--- src/sv/bie_pkg.sv ---
// ----------------------------------------------------------------------------
// bie_pkg: shared definitions of the IR executor
// Tape geometry, instruction opcodes and the tape access structs that pass
// between the execute core and the top level.
// ----------------------------------------------------------------------------
package bie_pkg;

  // Number of tape cells; a power of two so that cell addresses wrap by
  // truncation.
  localparam int TAPE_CELLS = 32768;
  localparam int ADDR_W     = $clog2(TAPE_CELLS);
  localparam int CELL_W     = 8;

  // Width used for pointer and address sums before they wrap to ADDR_W.
  localparam int SUM_W = ((ADDR_W > 16) ? ADDR_W : 16) + 1;

  // Instruction opcodes.
  typedef enum logic [3:0] {
    OP_PTR_ADD  = 4'd0,
    OP_PTR_SUB  = 4'd1,
    OP_CELL_ADD = 4'd2,
    OP_CELL_SUB = 4'd3,
    OP_PUT      = 4'd4,
    OP_GET      = 4'd5,
    OP_LABEL    = 4'd6,
    OP_JUMP     = 4'd7,
    OP_ASSIGN   = 4'd8,
    OP_MULADD   = 4'd9,
    OP_MULSUB   = 4'd10,
    OP_HALT     = 4'd11
  } op_e;

  // Read request to the tape: the cell at the pointer and the addressed cell.
  typedef struct packed {
    logic              re;
    logic [ADDR_W-1:0] addr_z;
    logic [ADDR_W-1:0] addr_c;
  } tape_rd_t;

  // Write request to the tape.
  typedef struct packed {
    logic              we;
    logic [ADDR_W-1:0] addr;
    logic [CELL_W-1:0] data;
  } tape_wr_t;

endpackage

--- src/sv/bie_core.sv ---
// ----------------------------------------------------------------------------
// bie_core: instruction pipeline of the IR executor
// Stage one takes an instruction word, updates the data pointer and halt flag
// and issues the tape reads. Stage two gets the read data, forwards the cell
// written as its reads issued, computes the result and writes the tape back.
// An output register holds the result word until it is taken.
// ----------------------------------------------------------------------------
module bie_core
  import bie_pkg::*;
(
  input  logic                clk_i,
  input  logic                rst_ni,
  input  logic                run_i,
  // Instruction words
  input  logic                s_axis_tvalid,
  output logic                s_axis_tready,
  input  logic [39:0]         s_axis_tdata,   // operand_a[15:0], cell_offset, in_byte
  input  logic [3:0]          s_axis_tuser,   // opcode
  // Result words
  output logic                m_axis_tvalid,
  input  logic                m_axis_tready,
  output logic [31:0]         m_axis_tdata,   // next_pc[15:0], out_byte, halted, zero fill
  output logic [0:0]          m_axis_tuser,   // out_valid
  // Tape access
  output tape_rd_t            rd_o,
  input  logic [CELL_W-1:0]   rdata_z_i,
  input  logic [CELL_W-1:0]   rdata_c_i,
  output tape_wr_t            wr_o
);

  // Input decode.
  op_e         in_op;
  logic [15:0] in_a;
  logic [15:0] in_b;
  logic [7:0]  in_byte;
  logic        accept;

  assign in_op   = op_e'(s_axis_tuser);
  assign in_a    = s_axis_tdata[15:0];
  assign in_b    = s_axis_tdata[31:16];
  assign in_byte = s_axis_tdata[39:32];

  // Pipeline control.
  logic e_valid_q, e_fire;
  logic o_valid_q;

  assign e_fire        = e_valid_q && (!o_valid_q || m_axis_tready);
  assign s_axis_tready = run_i && (!e_valid_q || e_fire);
  assign accept        = s_axis_tvalid && s_axis_tready;

  // Stage one: pointer, halt flag and cell address.
  logic [ADDR_W-1:0] ptr_q, ptr_d;
  logic              halt_q, halt_d;
  logic [SUM_W-1:0]  ptr_ext, b_ext, a_ext, addr_sum, add_sum, sub_sum;
  logic [ADDR_W-1:0] cell_addr;

  assign ptr_ext   = {{(SUM_W-ADDR_W){1'b0}}, ptr_q};
  assign b_ext     = {{(SUM_W-16){in_b[15]}}, in_b};
  assign a_ext     = {{(SUM_W-16){1'b0}}, in_a};
  assign addr_sum  = ptr_ext + b_ext;
  assign add_sum   = ptr_ext + a_ext;
  assign sub_sum   = ptr_ext - a_ext;
  assign cell_addr = addr_sum[ADDR_W-1:0];

  always_comb begin
    ptr_d  = ptr_q;
    halt_d = halt_q;
    if (accept && !halt_q) begin
      unique case (in_op)
        OP_PTR_ADD: ptr_d  = add_sum[ADDR_W-1:0];
        OP_PTR_SUB: ptr_d  = sub_sum[ADDR_W-1:0];
        OP_HALT:    halt_d = 1'b1;
        default:    ptr_d  = ptr_q;
      endcase
    end
  end

  assign rd_o.re     = accept;
  assign rd_o.addr_z = ptr_q;
  assign rd_o.addr_c = cell_addr;

  // Forwarding: the write leaving stage two in this cycle is not yet
  // visible to the reads issued in the same cycle.
  logic fwd_z_d, fwd_c_d;
  assign fwd_z_d = wr_o.we && (wr_o.addr == ptr_q);
  assign fwd_c_d = wr_o.we && (wr_o.addr == cell_addr);

  // Stage two registers.
  op_e               e_op_q;
  logic [15:0]       e_a_q;
  logic [7:0]        e_byte_q;
  logic [ADDR_W-1:0] e_addr_q;
  logic [ADDR_W-1:0] e_dp_q;
  logic              e_ign_q;
  logic              e_halted_q;
  logic              fwd_z_q, fwd_c_q;
  logic [CELL_W-1:0] fwd_data_q;
  logic [15:0]       pc_q;
  logic [15:0]       next_pc;

  always_ff @(posedge clk_i or negedge rst_ni) begin
    if (!rst_ni) begin
      ptr_q     <= '0;
      halt_q    <= 1'b0;
      e_valid_q <= 1'b0;
      pc_q      <= '0;
    end else begin
      ptr_q  <= ptr_d;
      halt_q <= halt_d;
      if (accept) begin
        e_valid_q <= 1'b1;
      end else if (e_fire) begin
        e_valid_q <= 1'b0;
      end
      if (e_fire) begin
        pc_q <= next_pc;
      end
    end
  end

  always_ff @(posedge clk_i) begin
    if (accept) begin
      e_op_q     <= in_op;
      e_a_q      <= in_a;
      e_byte_q   <= in_byte;
      e_addr_q   <= cell_addr;
      e_dp_q     <= ptr_q;
      e_ign_q    <= halt_q;
      e_halted_q <= halt_d;
      fwd_z_q    <= fwd_z_d;
      fwd_c_q    <= fwd_c_d;
      fwd_data_q <= wr_o.data;
    end
  end

  // Stage two: execute.
  logic [CELL_W-1:0] z, c;
  logic [15:0]       prod;
  logic              put_valid;
  logic [CELL_W-1:0] put_byte;
  logic              wr_en;
  logic [ADDR_W-1:0] wr_addr;
  logic [CELL_W-1:0] wr_data;

  assign z    = fwd_z_q ? fwd_data_q : rdata_z_i;
  assign c    = fwd_c_q ? fwd_data_q : rdata_c_i;
  assign prod = 16'(z) * 16'(e_a_q[7:0]);

  always_comb begin
    next_pc   = pc_q + 16'd1;
    put_valid = 1'b0;
    put_byte  = '0;
    wr_en     = 1'b0;
    wr_addr   = e_addr_q;
    wr_data   = c;
    if (e_ign_q) begin
      next_pc = pc_q;
    end else begin
      unique case (e_op_q)
        OP_CELL_ADD: begin
          wr_en   = 1'b1;
          wr_data = c + e_a_q[7:0];
        end
        OP_CELL_SUB: begin
          wr_en   = 1'b1;
          wr_data = c - e_a_q[7:0];
        end
        OP_PUT: begin
          put_valid = 1'b1;
          put_byte  = c;
        end
        OP_GET: begin
          wr_en   = 1'b1;
          wr_data = e_byte_q;
        end
        OP_LABEL: begin
          if (z == '0) begin
            next_pc = e_a_q;
          end
        end
        OP_JUMP: begin
          next_pc = e_a_q;
        end
        OP_ASSIGN: begin
          wr_en   = 1'b1;
          wr_addr = e_dp_q;
          wr_data = e_a_q[7:0];
        end
        OP_MULADD: begin
          wr_en   = 1'b1;
          wr_data = c + prod[7:0];
        end
        OP_MULSUB: begin
          wr_en   = 1'b1;
          wr_data = c - prod[7:0];
        end
        OP_HALT: begin
          next_pc = pc_q;
        end
        default: begin
          next_pc = pc_q + 16'd1;
        end
      endcase
    end
  end

  assign wr_o.we   = e_fire && wr_en;
  assign wr_o.addr = wr_addr;
  assign wr_o.data = wr_data;

  // Output register.
  logic [31:0] o_data_q;
  logic        o_user_q;

  always_ff @(posedge clk_i or negedge rst_ni) begin
    if (!rst_ni) begin
      o_valid_q <= 1'b0;
    end else if (e_fire) begin
      o_valid_q <= 1'b1;
    end else if (m_axis_tready) begin
      o_valid_q <= 1'b0;
    end
  end

  always_ff @(posedge clk_i) begin
    if (e_fire) begin
      o_data_q <= {7'd0, e_halted_q, put_byte, next_pc};
      o_user_q <= put_valid;
    end
  end

  assign m_axis_tvalid   = o_valid_q;
  assign m_axis_tdata    = o_data_q;
  assign m_axis_tuser[0] = o_user_q;

endmodule

--- config.mk ---
export PLATFORM = sky130hd
export DESIGN_NAME = bie_core
export DESIGN_NICKNAME = d
export VERILOG_FILES = /design/src/sv/bie_pkg.sv /design/src/sv/bie_core.sv
export SDC_FILE = /design/constraint.sdc
export NUM_CORES = 1
export LEC_CHECK = 0
export CORE_ASPECT_RATIO = 1.75
export CORE_MARGIN = 2
export CORE_UTILIZATION = 65
export CTS_CLUSTER_DIAMETER = 100
export DETAILED_ROUTE_END_ITERATION = 10
export DONT_BUFFER_PORTS = 1
export PLACE_DENSITY = 0.91
export SETUP_SLACK_MARGIN = 0.5
export SKIP_LAST_GASP = 1
export SLEW_MARGIN = 0
export SYNTH_ARGS = -nofsm -noshare
export SYNTH_HDL_FRONTEND = slang
export SYNTH_SLANG_ARGS = --single-unit
--- constraint.sdc ---
create_clock -name clk_i -period 11.1 [get_ports clk_i]
set_input_delay 1.11 -clock clk_i [delete_from_list [all_inputs] [get_ports clk_i]]
set_output_delay 1.11 -clock clk_i [all_outputs]
set_load 0.005 [all_outputs]
==> results of run 1 <==
[worst paths after layout]
check                      startpoint            end  slack (ns)  depth (start not counted)
setup / recovery              fwd_z_q        wr_o[7]        3.89                         18
hold / removal                 rst_ni        pc_q[1]        0.38                          0
setup reg to reg              fwd_z_q  fwd_data_q[7]        5.18                         18
hold reg to reg             e_valid_q  m_axis_tvalid        0.48                          1
max in group asynchronous      rst_ni       ptr_q[5]       10.61                          0
min in group clk_i          e_valid_q  m_axis_tvalid        0.48                          1
[worst max-delay path: cells and delay by family, from the launching register on]
kind / cells / cell delay (ns)
AOI/OAI and AO/OA: 6 / 1.11
xor gates and xnor gates: 1 / 0.15
adders and majority gates: 6 / 2.50
buffers and inverters: 1 / 0.05
DFF: 1 / 0.75
muxes: 2 / 0.59
and+or+nand+nor: 2 / 0.54
[state kept, by name, indices dropped and copies added (netlist names), 4 cells and up]
signal,count
e_a_q,16
e_addr_q,15
e_byte_q,8
e_dp_q,15
e_op_q,4
fwd_data_q,8
m_axis_tdata,25
pc_q,16
ptr_q,15
[metrics by stage]
step | setup WS (ns) | hold slack, ns | total power, mW | instance area (um2)
after floorplan | 4.69 | 0.400 | 1.38 | 8880
after global placement | 4.17 | 0.454 | 1.53 | 8930
after detailed placement | 4.14 | 0.469 | 1.57 | 8930
after CTS | 3.90 | 0.370 | 2.16 | 9550
after global routing | 3.58 | 0.365 | 2.28 | 9550
final | 3.89 | 0.383 | 2.16 | 9550
[area by class of cell]
cell class / instances / area share
sequential: 130 / 0.391
multi-input combinational: 639 / 0.492
timing repair buffer: 2 / 0.00157
clock inverter: 13 / 0.0156
clock buffer: 19 / 0.0486
inverter: 72 / 0.0283
tap: 174 / 0.0228
[power groups by stage]
stage,Combinational [mW],Clock (mW),Sequential (mW)
global route,0.902,0.603,0.777
detailed placement,0.797,0,0.770
floorplan,0.653,0,0.727
CTS,0.810,0.583,0.762
finish,0.816,0.578,0.765
global placement,0.769,0,0.765
[layer usage]
metal / vias up / routed length (um)
li1: 3071 / -
met1: 3201 / 7240
met2: 347 / 11800
met3: 90 / 1630
met4: 0 / 1380
met5: - / 0
[kinds of logic (layout without fill, tap and decap cells)]
group | count (synthesis) | in the layout | synth area share
fa+ha+maj | 70 | 70 | 0.112
flops | 130 | 130 | 0.422
simple gates | 232 | 232 | 0.129
other cells | 1 | 7 | 0.000424
compound gates | 185 | 185 | 0.129
xor+xnor | 95 | 95 | 0.0955
buf+inv | 108 | 106 | 0.0506
mux | 50 | 50 | 0.0623
[placed cells by master, fill, tap and decap left out, types with 10 or more instances in the layout]
cell type   n
xnor2_1    59
and3_1     15
nand2b_1   12
o21ai_0    17
nor2_1     40
a21oi_1    47
edfxtp_1   96
nor3_1     16
and2_1     13
a21o_1     16
mux2i_1    27
ha_1       55
o21ai_1    41
dfrtp_1    34
mux2_2     18
a22oi_1    12
nand2_1    83
xor2_1     35
inv_1      67
fa_1       15
nand3_1    10
nor3b_1    12
clkbuf_16  18
==> impl_metrics.env, run 1 <==
export IMPL_status="finished, final reports clean"
export IMPL_fin_util=0.713
export IMPL_first_global_vias=6892
export IMPL_core_um2=13400
export IMPL_yosys_most_used_dff="edfxtp_1"
export IMPL_setup_viol=0
export IMPL_die_area_um2=14600
export IMPL_die_height_um=158
export IMPL_cts_hold_buf=0
export IMPL_powerDensity_nw_per_um2=226
export IMPL_ys_warn_count=0
export IMPL_drc=0
export IMPL_ff_latch_area_um2=3730
export IMPL_dp_cells=1017
export IMPL_p_seq_frac=0.354
export IMPL_critical_path_arrival_ns=6.10
export IMPL_fin_skew_ns=0.0104
export IMPL_avgSynthCellArea_um2=10.2
export IMPL_nFillCells=911
export IMPL_avgViaCountPerCell=6.40
export IMPL_grt_setup_unrepaired="no"
export IMPL_use_met2=0.577
export IMPL_drive_above_1_share=0.0709
export IMPL_clockBufferDepth=2
export IMPL_slew_headroom=0.209
export IMPL_firstDrtPassIters=5
export IMPL_grtUsageMet1=0.293
export IMPL_hp_class="in2async"
export IMPL_cts_max_level=4
export IMPL_track_usage=0.307
export IMPL_ys_ff_latch=130
export IMPL_synth_common_cells="96 x edfxtp_1, 83 x nand2_1, 68 x inv_1, 59 x xnor2_1, 55 x ha_1"
export IMPL_synth_cell_types=56
export IMPL_place_congestion=0.963
export IMPL_grt_max_degree=72
export IMPL_critPathKind="reg2out"
export IMPL_grt_pass1_wl_um=34200
export IMPL_numPortBuffers=0
export IMPL_peakVddDrop_mv=0.223
export IMPL_drt_initial_drc_count=476
export IMPL_cp_required_ns=9.99
export IMPL_cts_made_buffers=17
export IMPL_critPathMaxStageDelay_ns=0.75
export IMPL_met3_usage=0.0866
export IMPL_synth_edf_count=96
export IMPL_syn_inst=871
export IMPL_yosysSeqAreaShare=0.422
export IMPL_pwr_share_clk=0.268
export IMPL_drt_total_wl_um=22000
export IMPL_ios=155
export IMPL_hpwlAfterDp_um=16300
export IMPL_drv_cap=0
export IMPL_synthToLayoutAreaGrowth_pct=7.81
export IMPL_min_period_ns=7.21
export IMPL_end_kind="output pin"
export IMPL_post_route_period_util=0.649
export IMPL_finalMaxSlewViolations=0
export IMPL_grt_busiest_layer="met2"
export IMPL_cts_resized=0
export IMPL_cts_tree="built"
export IMPL_synthTopCellsByArea="edfxtp_1 33%, dfrtp_1 9.6%, ha_1 7.8%"
export IMPL_wire_per_inst_um=21.0
export IMPL_slowest_stage="edfxtp_1"
export IMPL_root_buffer="clkbuf_16"
export IMPL_die_x_um=92.2
export IMPL_synth_top_area_share=0.326
export IMPL_start_kind="flop"
export IMPL_antenna_found_initial=0
export IMPL_clkSlewWorstSetupHoldPaths_ns=0.06
export IMPL_num_antenna_cells=0
export IMPL_worst_pin_slew_ns=1.18
export IMPL_numClockSinks=130
export IMPL_p_int_mw=1.35
export IMPL_finalHoldViolCount=0
export IMPL_tns_ns=0
export IMPL_synth_top_cell_by_area="edfxtp_1"
export IMPL_vias=6709
export IMPL_leakage_nw=4.09
export IMPL_combPwrFrac=0.378
export IMPL_ant_nets=0
export IMPL_start_util=0.662
export IMPL_grt_overflow=0
export IMPL_ys_async_sr_fraction=0.262
export IMPL_syn_cell_area_um2=8850
export IMPL_swShare=0.374
export IMPL_cp_max_fo=10
export IMPL_multi_input_area_um2=4700
export IMPL_path_cells="mux2_2 > and2_1 > ha_1 > fa_1 > ha_1 > inv_1 > fa_1 > fa_1 > nor3b_1 > a21oi_1 > o22ai_1 > a211oi_1 > ha_1 > a21o_1 > a21oi_1 > xnor2_1 > mux2i_1 > o21ai_1"
export IMPL_row_count=56
export IMPL_cts_setup_buffers=0
export IMPL_stdcell_count=1049
export IMPL_fin_nets=997
export IMPL_synth_most_common_cell="edfxtp_1"
export IMPL_insertion_delay_ns=0.42
export IMPL_timing_fmax_mhz=139
export IMPL_p_sw_mw=0.808
Power figures use the tool's default switching activity.
==> run 2, diff against run 1 <==
- CORE_UTILIZATION: 65 -> 59
- PLACE_DENSITY: 0.91 -> 0.88
- clock period: 11.1 -> 6.35 ns (I/O delays scaled with it)
==> run 2 against run 1 <==
  * Power up 78%
  * Non-clock buffer count up 23
  * Wire length up 7.8%
  * Combinational power up 91%
  * Design area up 4.0%
  * Critical path depth up 1
  * Flip-flop and latch count unchanged
  * Critical path type unchanged
  * Clock skew up 0.0019 ns
  * Clock power up 62%
  * Die area up 9.8%
  * Count of clock-buffer cells in the layout down 1
  * First-iteration DRC count down 11%
  * Largest power group unchanged
==> impl_metrics.env, run 2 (same netlist as run 1, synthesis figures left out) <==
export IMPL_powerDensity_nw_per_um2=386
export IMPL_cp_max_fo=4
export IMPL_place_congestion=0.965
export IMPL_critPathKind="reg2out"
export IMPL_numClockSinks=130
export IMPL_core_um2=14800
export IMPL_grt_pass1_wl_um=37100
export IMPL_r2r_start="fwd_z_q"
export IMPL_clockBufferDepth=2
export IMPL_hp_class="in2async"
export IMPL_avgViaCountPerCell=6.42
export IMPL_combPwrFrac=0.408
export IMPL_pwr_share_clk=0.245
export IMPL_timing_fmax_mhz=165
export IMPL_p_sw_mw=1.46
export IMPL_synthToLayoutAreaGrowth_pct=12.1
export IMPL_num_antenna_cells=0
export IMPL_first_global_vias=7312
export IMPL_grt_setup_unrepaired="yes"
export IMPL_clkSlewWorstSetupHoldPaths_ns=0.06
export IMPL_critPathMaxStageDelay_ns=0.62
export IMPL_setup_viol=0
export IMPL_insertion_delay_ns=0.43
export IMPL_finish_instance_area_um2=9930
export IMPL_slowest_stage="fa_1"
export IMPL_grt_overflow=0
export IMPL_cp_required_ns=5.71
export IMPL_p_int_mw=2.38
export IMPL_leakage_nw=4.22
export IMPL_r2r_end="fwd_data_q[7]"
export IMPL_drt_initial_drc_count=422
export IMPL_min_period_ns=6.05
export IMPL_largest_register_ffs=25
export IMPL_critPathBufInv=3
export IMPL_ant_nets=0
export IMPL_swShare=0.380
export IMPL_post_route_period_util=0.953
export IMPL_reg2reg_slack_ns=1.08
export IMPL_finalHoldViolCount=0
export IMPL_numPortBuffers=0
export IMPL_final_cell_mix="96 x edfxtp_1, 83 x nand2_1, 66 x inv_1"
export IMPL_end_kind="output pin"
export IMPL_die_height_um=166
export IMPL_cts_tree="built"
export IMPL_fin_nets=1020
export IMPL_placed_cell_area_um2=8960
export IMPL_hpwlAfterDp_um=17100
export IMPL_drc=0
export IMPL_start_util=0.600
export IMPL_row_count=59
export IMPL_drt_total_wl_um=23700
export IMPL_critical_path_arrival_ns=5.42
export IMPL_drive_above_1_share=0.126
export IMPL_cts_max_level=4
export IMPL_worst_pin_slew_ns=1.24
export IMPL_start_kind="flop"
export IMPL_peakVddDrop_mv=0.266
export IMPL_wire_per_inst_um=22.0
export IMPL_slew_headroom=0.169
export IMPL_layout_commonest_cell="edfxtp_1"
export IMPL_p_seq_frac=0.348
export IMPL_root_buffer="clkbuf_16"
export IMPL_firstDrtPassIters=6
export IMPL_antenna_found_initial=0
export IMPL_die_area_um2=16000
export IMPL_p_total_mw=3.84
export IMPL_cpLargestDelayFamily="adder cells"
export IMPL_ios=155
export IMPL_track_usage=0.294
export IMPL_finalMaxSlewViolations=0
export IMPL_fin_skew_ns=0.0123
export IMPL_rr_worst_depth=19
export IMPL_fin_util=0.672
export IMPL_grt_max_degree=47
export IMPL_nFillCells=1045
export IMPL_status="finished, final reports clean"
export IMPL_cts_made_buffers=17
export IMPL_path_cells="buf_6 > mux2_4 > and2_4 > ha_4 > fa_1 > ha_4 > inv_4 > fa_2 > fa_1 > nor3b_4 > buf_4 > o22ai_2 > a211oi_2 > ha_1 > a21o_1 > a21oi_2 > xnor2_1 > mux2i_1 > o21ai_2"
export IMPL_drv_cap=0
export IMPL_vias=6935
export IMPL_die_x_um=96.6
export IMPL_tns_ns=0
run 2: cell count changes in the layout (fill, tap and decap cells not counted), moves of 4 or more:
cell	change
a21oi_1	-5
buf_4	+19
a21oi_2	+4
ha_4	+6
ha_1	-6
run 2: repair_timing:
action	4_1_cts	5_1_grt
buffers inserted	19	1
resized for setup	29	10
gates cloned	0	0
setup endpoints to repair	3	3
pin swaps	27	11
hold buffers	1	0
hold endpoints to repair	34	0
run 2: worst max-delay path by stage:
| stage | start | end | slack, ns | depth (start not counted) |
|---|---|---|---|---|
| after floorplan | rdata_z_i[0] | wr_o[7] | 0.89 | 18 |
| after global placement | rdata_z_i[0] | wr_o[7] | 0.47 | 18 |
| after detailed placement | rdata_z_i[0] | wr_o[7] | 0.37 | 18 |
| after CTS | fwd_z_q | wr_o[7] | 0.48 | 19 |
| after global routing | fwd_z_q | wr_o[7] | 0.17 | 20 |
| final | fwd_z_q | wr_o[7] | 0.30 | 19 |
run 2: routing by layer:
metal	global-route usage	wire, um
met1	0.271	7260
met2	0.555	13200
met3	0.0762	1750
met4	0.188	1510
met5	0	0
run 2: per-stage QoR:
| stage | setup WS [ns] | instances | hold WS (ns) |
|---|---|---|---|
| 6_report | 0.296 | 1081 | 0.0384 |
| 5_1_grt | 0.169 | 1081 | 0.0426 |
| 4_1_cts | 0.481 | 1080 | 0.0452 |
| 3_5_place_dp | 0.372 | 1028 | 0.340 |
| 3_3_place_gp | 0.472 | 1028 | 0.341 |
| 2_1_floorplan | 0.888 | 877 | 0.339 |
run 2: area by class of cell:
type                    count  area [um2]  share of cell area
inverters                  72         273              0.0275
clock buffers              18         439              0.0442
clock inverters            14         130              0.0131
multi-input cells         639        4910               0.495
well taps                 183         229              0.0231
flip-flops and latches    130        3730               0.376
repair buffers             25         211              0.0213
run 2: power groups by stage:
stage | Clock (mW) | Sequential, mW | Combinational, mW
finish | 0.939 | 1.33 | 1.56
global route | 0.983 | 1.36 | 1.72
CTS | 0.942 | 1.33 | 1.51
detailed placement | 0 | 1.34 | 1.40
global placement | 0 | 1.33 | 1.35
floorplan | 0 | 1.27 | 1.14
run 2: worst reg2reg max path, stage by stage, from the launching register on:
cell	delay, ns
edfxtp_1	0.42
buf_6	0.16
mux2_4	0.33
and2_4	0.18
ha_4	0.15
fa_1	0.48
ha_4	0.30
inv_4	0.04
fa_2	0.47
fa_1	0.62
nor3b_4	0.25
buf_4	0.16
o22ai_2	0.07
a211oi_2	0.19
ha_1	0.29
a21o_1	0.21
a21oi_2	0.18
xnor2_1	0.15
mux2i_1	0.24
o21ai_2	0.12
